### config.mk
export PLATFORM = sky130hd
export DESIGN_NAME = fta_scan
export DESIGN_NICKNAME = d
export VERILOG_FILES = /design/src/design/fta_pkg.sv /design/src/design/fta_scan.sv
export SDC_FILE = /design/constraint.sdc
export NUM_CORES = 1
export LEC_CHECK = 0
export BUFFER_PORTS_ARGS = -buffer_cell sky130_fd_sc_hd__buf_4
export CELL_PAD_IN_SITES_DETAIL_PLACEMENT = 0
export CELL_PAD_IN_SITES_GLOBAL_PLACEMENT = 1
export CORE_MARGIN = 4
export CORE_UTILIZATION = 43
export CTS_BUF_LIST = sky130_fd_sc_hd__clkbuf_4 sky130_fd_sc_hd__clkbuf_8
export DETAILED_ROUTE_END_ITERATION = 12
export PLACE_DENSITY = 0.87
export SETUP_SLACK_MARGIN = 0.15
export SLEW_MARGIN = 5
export SYNTH_ARGS = -nofsm -noshare
export SYNTH_HDL_FRONTEND = slang
export SYNTH_SLANG_ARGS = --single-unit
### constraint.sdc
create_clock -name clk -period 7.15 [get_ports clk]
set_input_delay 1.7875 -clock clk [delete_from_list [all_inputs] [get_ports clk]]
set_output_delay 1.7875 -clock clk [all_outputs]
set_load 0.02 [all_outputs]
### src/design/fta_pkg.sv
// ----------------------------------------------------------------------------
// fta_pkg
// Shared types and constants for the fan-out launch tree parent assignment.
// ----------------------------------------------------------------------------
package fta_pkg;

  localparam int unsigned MAX_HOSTS_DEF = 1024;
  localparam int unsigned TAG_BITS_DEF  = 16;

  localparam int unsigned WORK_W    = 11;
  localparam int unsigned GSIZE_W   = 10;
  localparam int unsigned OUT_IDX_W = 10;
  localparam int unsigned OUT_TAG_W = 16;

  localparam logic [GSIZE_W-1:0] GSIZE_RESET = GSIZE_W'(50);
  localparam logic [WORK_W-1:0]  WORK_MAX    = '1;

  typedef struct packed {
    logic [OUT_TAG_W-1:0] host_tag;
    logic                 first_of_list;
  } fta_in_t;

  typedef struct packed {
    logic [OUT_IDX_W-1:0] child_index;
    logic [OUT_TAG_W-1:0] child_tag;
    logic [OUT_IDX_W-1:0] parent_index;
    logic [OUT_TAG_W-1:0] parent_tag;
    logic                 is_root;
    logic                 table_full;
  } fta_out_t;

  // launcher table write strobes
  typedef struct packed {
    logic work_we;
    logic tag_we;
  } fta_wr_t;

  // scan unit control
  typedef struct packed {
    logic first;
    logic step;
  } fta_scan_t;

endpackage

### src/design/fta_scan.sv
// ----------------------------------------------------------------------------
// fta_scan
// Parent pick unit: one launcher per step, keeps the index with the lowest
// work plus index (earliest on ties).
// ----------------------------------------------------------------------------
module fta_scan import fta_pkg::*; #(
  parameter int unsigned MAX_HOSTS = MAX_HOSTS_DEF,
  localparam int unsigned IDX_W    = $clog2(MAX_HOSTS),
  localparam int unsigned KEY_W    = ((WORK_W > IDX_W) ? WORK_W : IDX_W) + 1
) (
  input  logic              clk,
  input  fta_scan_t         ctl,
  input  logic [IDX_W-1:0]  index,
  input  logic [WORK_W-1:0] work,
  output logic [IDX_W-1:0]  best
);

  logic [KEY_W-1:0] key_r;
  logic [KEY_W-1:0] cand;
  logic [IDX_W-1:0] best_r;

  // work[a] - (i - a) > work[i]  <=>  work[a] + a > work[i] + i
  assign cand = KEY_W'(work) + KEY_W'(index);
  assign best = best_r;

  always_ff @(posedge clk) begin
    if (ctl.first) begin
      best_r <= index;
      key_r  <= cand;
    end else if (ctl.step && (key_r > cand)) begin
      best_r <= index;
      key_r  <= cand;
    end
  end

endmodule

==> flow_metrics.tcl, run 1 <==
set metrics [dict create \
    chipWidth_um 66.0 \
    fmax_ghz 0.185 \
    drtAntennaViolNets 0 \
    synth_warnings 0 \
    firstDrtPassIters 4 \
    synth_flop_cell "edfxtp_1" \
    die_h_um 66.0 \
    antenna_cells 0 \
    nets 207 \
    initial_core_util_pct 46.2 \
    synth_mux_area_share_pct 0 \
    critPathRequiredTime_ns 7.07 \
    netlist.area_leader.share_pct 45.7 \
    synth_area_mm2 0.00145 \
    regArea_um2 661 \
    power.density_mw_per_mm2 213 \
    finalPower_w 0.000377 \
    min_path_cells 4 \
    htreeDepth 1 \
    synth.net_count 172 \
    routed_via_density 5.17 \
    clock_latency_ns 0.30 \
    synth_xor_area_share_pct 6.66 \
    synth_fa_ha_area_share_pct 20.4 \
    numCtsBuffers 3 \
    grt_first_pass_wirelength_um 4510 \
    grt_max_degree 23 \
    r2r_cells 5 \
    portBuffers 33 \
    grt-ovfl-total 0 \
    grt_pass1_vias 1077 \
    tns_ns 0 \
    crit_family "compound AO/OA/AOI/OAI gates" \
    path_max_fanout 22 \
    synth_edf_count 22 \
    root_buffer "clkbuf_4" \
    async_flop_share_pct 0 \
    cts_buffer_depth 2 \
    worst_pin_slew_ns 1.12 \
    worst_setup_path_start_kind "input port" \
    cts.sinks 22 \
    cts_tree "yes" \
    leakage_nw 0.793 \
    hold_viol_final 0 \
    synthCells 125 \
    drc 0 \
    clk_pin_slew_ns 0.13 \
    worst_clock_skew_ns 0.0122 \
    max_stage_delay_ns 0.88 \
    num_rows 20 \
    postCtsResizedCells 0 \
    crit_path_end_kind "register" \
    synth_area_leaders "edfxtp_1 46%, ha_1 19%, a21oi_1 4.2%, xnor2_1 3.6%, xor2_1 3.0%" \
    num-fill-cells 291 \
    drv_slew 0 \
    synth-simple-area-share_pct 7.96 \
    place_hpwl_um 2250 \
    dp_slack_ns 1.39 \
    relSlewSlack_pct 25.0 \
    dieArea_mm2 0.00436 \
    globalplace.congestion 0.747 \
    multi_input_area_um2 752 \
    hold_buffers 0 \
    synth_compound_area_share_pct 16.7 \
    crit_top_cell "ha_1" \
    min_path_type "register to register" \
    synth_cell_type_count 35 \
    critical_path_class "input port to register" \
    ys_top_cells_by_count "22 x edfxtp_1, 22 x ha_1, 12 x a21oi_1, 7 x inv_1, 7 x nand2_1" \
    area_growth_pct 22.2 \
    max_cap_viol_count 0 \
    grt.total_usage_pct 13.5 \
    synth-seq-area-share_pct 45.7 \
    synth_top_family_by_area "adder cells" \
    core_area_mm2 0.00313 \
    drive_above_1_share_pct 25.8 \
    yosys.area.top_type "edfxtp_1" \
    grt_antenna_before_repair 0 \
    fin_crit_ns 5.40 \
    path_cells "buf_4 > ha_1 > fa_1 > a21o_1 > a2111o_1 > a41o_1 > a21oi_2 > xor2_1 > ha_1 > nand2_1 > o21ai_0 > o221ai_1 > o21bai_2" \
    cpMaxStageDelayCell "o21bai_2" \
    worstPathBufferInverterCount 1 \
    cts_setup_buffers 0 \
    dr.first_iter.drc_count 10 \
    status "finished clean" \
    ys_ff_latch 22 \
    post-route-period-util_pct 75.5 \
    io_pins 34 \
    cp.arrival_ns 5.32 \
    routedWlPerCell_um 13.5 \
    vias 1049 \
    post-route-worst-setup-slack_ns 1.75 \
    irDropWorstVdd_mv 0.0902 \
    finalSetupViolCount 0 \
    wl_um 2740 \
    rsz0062_at_grt "no" \
    avgSynthCellArea_um2 11.6 \
    cp.depth 13 \
]
[per-layer routing]
metal	GRT usage (%)	wire [µm]	part of all wire, %
met1	17.0	1200	44
met2	22.9	1410	51
met3	1.19	84	3.1
met4	6.85	49	1.8
met5	0	0	0
[logic make-up (layout without fill, tap and decap cells)]
kind of cell             Yosys count  count (layout)
adder cells (fa/ha/maj)           23              23
buffers and inverters             10              44
flip-flops                        22              22
AND/OR/NAND/NOR                   23              23
AO/OA/AOI/OAI                     36              36
XOR/XNOR                          11              11
[placed cells by master, fill, tap and decap left out, types with 3 or more instances in the layout]
| cell type | n |
|---|---|
| buf_4 | 33 |
| ha_1 | 22 |
| edfxtp_1 | 22 |
| a21oi_1 | 12 |
| inv_1 | 7 |
| nand2_1 | 7 |
| xnor2_1 | 6 |
| xor2_1 | 5 |
| nor2_1 | 5 |
| a21o_1 | 3 |
| o21ai_0 | 3 |
| clkbuf_4 | 3 |
[sequential cells by signal (all words and copies together) (netlist names)]
signal and cells:
key_r 12, best 10
[tightest hold or removal path, cell delays in order (launching register included)]
cell and delay, ns:
edfxtp_1 0.35, ha_1 0.13, nand4_1 0.11, o221ai_1 0.25
o21bai_2 0.33
[metrics by stage]
step	util [%]	instance area, µm²	std cells	hold slack (ns)
floorplan	-	1450	125	1.42
global placement	55.7	1740	199	1.41
detailed placement	55.7	1740	199	1.45
CTS	56.5	1770	203	1.49
global route	56.5	1770	203	1.59
finish	56.5	1770	203	1.45
[where the power goes]
part	internal (W)	switching, W	total, W
Clock	0.0000203	0.0000361	0.0000564
Sequential	0.000172	0.00000667	0.000179
Combinational	0.0000626	0.0000793	0.000142
Total	0.000255	0.000122	0.000377
[cell type report]
cell class | instances | share of cell area, %
clock buffer | 3 | 1.27
inverter | 7 | 1.49
timing repair buffer | 33 | 14.0
sequential | 22 | 37.4
multi-input combinational | 93 | 42.5
tap | 44 | 3.11
clock inverter | 1 | 0.212
[worst paths after layout]
| check | from | end | slack [ns] |
|---|---|---|---|
| max reg2reg | key_r[11]$_DFFE_PP_ | key_r[11]$_DFFE_PP_ | 4.73 |
| min | key_r[4]$_DFFE_PP_ | key_r[3]$_DFFE_PP_ | 1.45 |
| max | index[0] | key_r[11]$_DFFE_PP_ | 1.75 |
| min reg2reg | key_r[4]$_DFFE_PP_ | key_r[3]$_DFFE_PP_ | 1.45 |
(Power assumes the default switching activity.)
==> inputs of run 2 (changes only) <==
==> constraint.sdc (replaced) <==
create_clock -name clk -period 5.1 [get_ports clk]
set_input_delay 1.275 -clock clk [delete_from_list [all_inputs] [get_ports clk]]
set_output_delay 1.275 -clock clk [all_outputs]
set_load 0.02 [all_outputs]
==> run 2 against run 1 <==
  * Via count up 2.1%
  * Critical path depth rose by 1
  * Wire length rose by 2.7%
  * Highest routed layer unchanged
  * Critical path type unchanged
  * Cell area is 1.9% higher
  * Worst hold slack lost 0.32 ns
  * Largest cell class unchanged
==> flow_metrics.tcl, run 2 (synthesized netlist as in run 1, its figures left out) <==
set metrics [dict create \
    nets 208 \
    grt_max_degree 23 \
    area_growth_pct 24.6 \
    num-fill-cells 268 \
    seqPwrFrac_pct 42.5 \
    postCtsResizedCells 0 \
    grt.total_usage_pct 14.4 \
    hold_buffers 0 \
    min_path_type "input port to register" \
    worst_setup_path_start_kind "input port" \
    num_rows 20 \
    vias 1071 \
    grt_antenna_before_repair 0 \
    sw_frac_of_total_pct 30.4 \
    crit_path_end_kind "register" \
    io_pins 34 \
    fin_crit_ns 4.39 \
    leakage_nw 0.810 \
    wl_um 2820 \
    largest_reg_flops 12 \
    drv_slew 0 \
    place_hpwl_um 2340 \
    cts.sinks 22 \
    critical_path_class "input port to register" \
    final_common_cell "buf_4" \
    max_cap_viol_count 0 \
    die_h_um 66.0 \
    clk_pin_slew_ns 0.14 \
    rsz0062_at_grt "no" \
    grt-ovfl-total 0 \
    firstDrtPassIters 3 \
    hold_viol_final 0 \
    clock_latency_ns 0.32 \
    numCtsBuffers 3 \
    placed_area_mm2 0.00175 \
    post-route-period-util_pct 86.0 \
    antenna_cells 0 \
    dr.first_iter.drc_count 29 \
    drtAntennaViolNets 0 \
    globalplace.congestion 0.783 \
    final_area_mm2 0.00180 \
    worst_clock_skew_ns 0.0107 \
    cts_tree "yes" \
    irDropWorstVdd_mv 0.121 \
    dieArea_mm2 0.00436 \
    root_buffer "clkbuf_4" \
    combinationalPowerShare_pct 34.1 \
    finalSetupViolCount 0 \
    grt_pass1_vias 1121 \
    initial_core_util_pct 46.2 \
    routed_via_density 5.25 \
    p_int_w 0.000410 \
    layout_common_cells "34 x buf_4, 22 x ha_1, 22 x edfxtp_1" \
    relSlewSlack_pct 75.0 \
    netSwitchingPower_w 0.000179 \
    grt_first_pass_wirelength_um 4750 \
    critPathRequiredTime_ns 5.11 \
    final_core_util_pct 57.6 \
    portBuffers 33 \
    p_clk_share_pct 23.3 \
    routedWlPerCell_um 13.8 \
    worst_pin_slew_ns 0.373 \
    status "finished clean" \
    htreeDepth 1 \
    core_area_mm2 0.00313 \
    drc 0 \
    tns_ns 0 \
    largest-register "key_r" \
    fmax_ghz 0.228 \
    path_max_fanout 22 \
    cp.arrival_ns 4.39 \
    power.density_mw_per_mm2 327 \
    cts_buffer_depth 2 \
    chipWidth_um 66.0 \
    drive_above_1_share_pct 26.9 \
    cts_setup_buffers 0 \
]
[run 2: worst paths after layout]
kind              cells after the start                start                 end  slack (ns)
setup / recovery                     14             index[0]  key_r[7]$_DFFE_PP_        0.71
hold / removal                        1             index[5]   best[5]$_DFFE_PP_        1.13
hold reg to reg                       6   key_r[7]$_DFFE_PP_   best[5]$_DFFE_PP_        1.24
setup reg to reg                      6  key_r[11]$_DFFE_PP_  key_r[7]$_DFFE_PP_        3.13
[run 2: per-layer routing]
metal / GRT usage (%) / wire length [µm] / up-vias
met4: 7.61 / 65 / 0
met5: 0 / 0 / -
met3: 2.55 / 77 / 5
li1: - / - / 540
met1: 16.7 / 1200 / 513
met2: 25.3 / 1480 / 13
[run 2: power groups by stage]
stage	clock [W]	sequential, W	combinational, W
final	0.000137	0.000250	0.000201
after global placement	0	0.000253	0.000196
after detailed placement	0	0.000255	0.000205
after global routing	0.000150	0.000253	0.000229
after CTS	0.000139	0.000251	0.000206
after floorplan	0	0.000266	0.000124
[run 2: layout make-up]
cell class / instances / area (µm²) / share of cell area (%)
repair buffers: 34 / 255 / 14.2
flip-flops and latches: 22 / 661 / 36.7
multi-input cells: 93 / 752 / 41.7
clock inverters: 1 / 30.0 / 1.67
well taps: 44 / 55.1 / 3.06
clock buffers: 3 / 22.5 / 1.25
inverters: 7 / 26.3 / 1.46
[run 2: worst max-delay path, cell delays in order]
cell      delay (ns)
buf_4           0.11
ha_1            0.22
fa_1            0.42
a21o_1          0.19
a2111o_1        0.40
a41o_1          0.27
a21oi_2         0.19
xor2_1          0.09
ha_1            0.28
nand2_1         0.06
o21ai_0         0.24
o221ai_1        0.19
o21bai_2        0.13
buf_4           0.30
[run 2: per-stage QoR]
stage | worst slack, ns | cells | hold slack [ns] | power (W)
CTS | 0.684 | 204 | 1.12 | 0.000596
global route | 0.550 | 204 | 1.10 | 0.000632
finish | 0.714 | 204 | 1.13 | 0.000589
global placement | 0.466 | 200 | 1.20 | 0.000448
detailed placement | 0.344 | 200 | 1.24 | 0.000460
floorplan | 0.419 | 125 | 1.23 | 0.000390
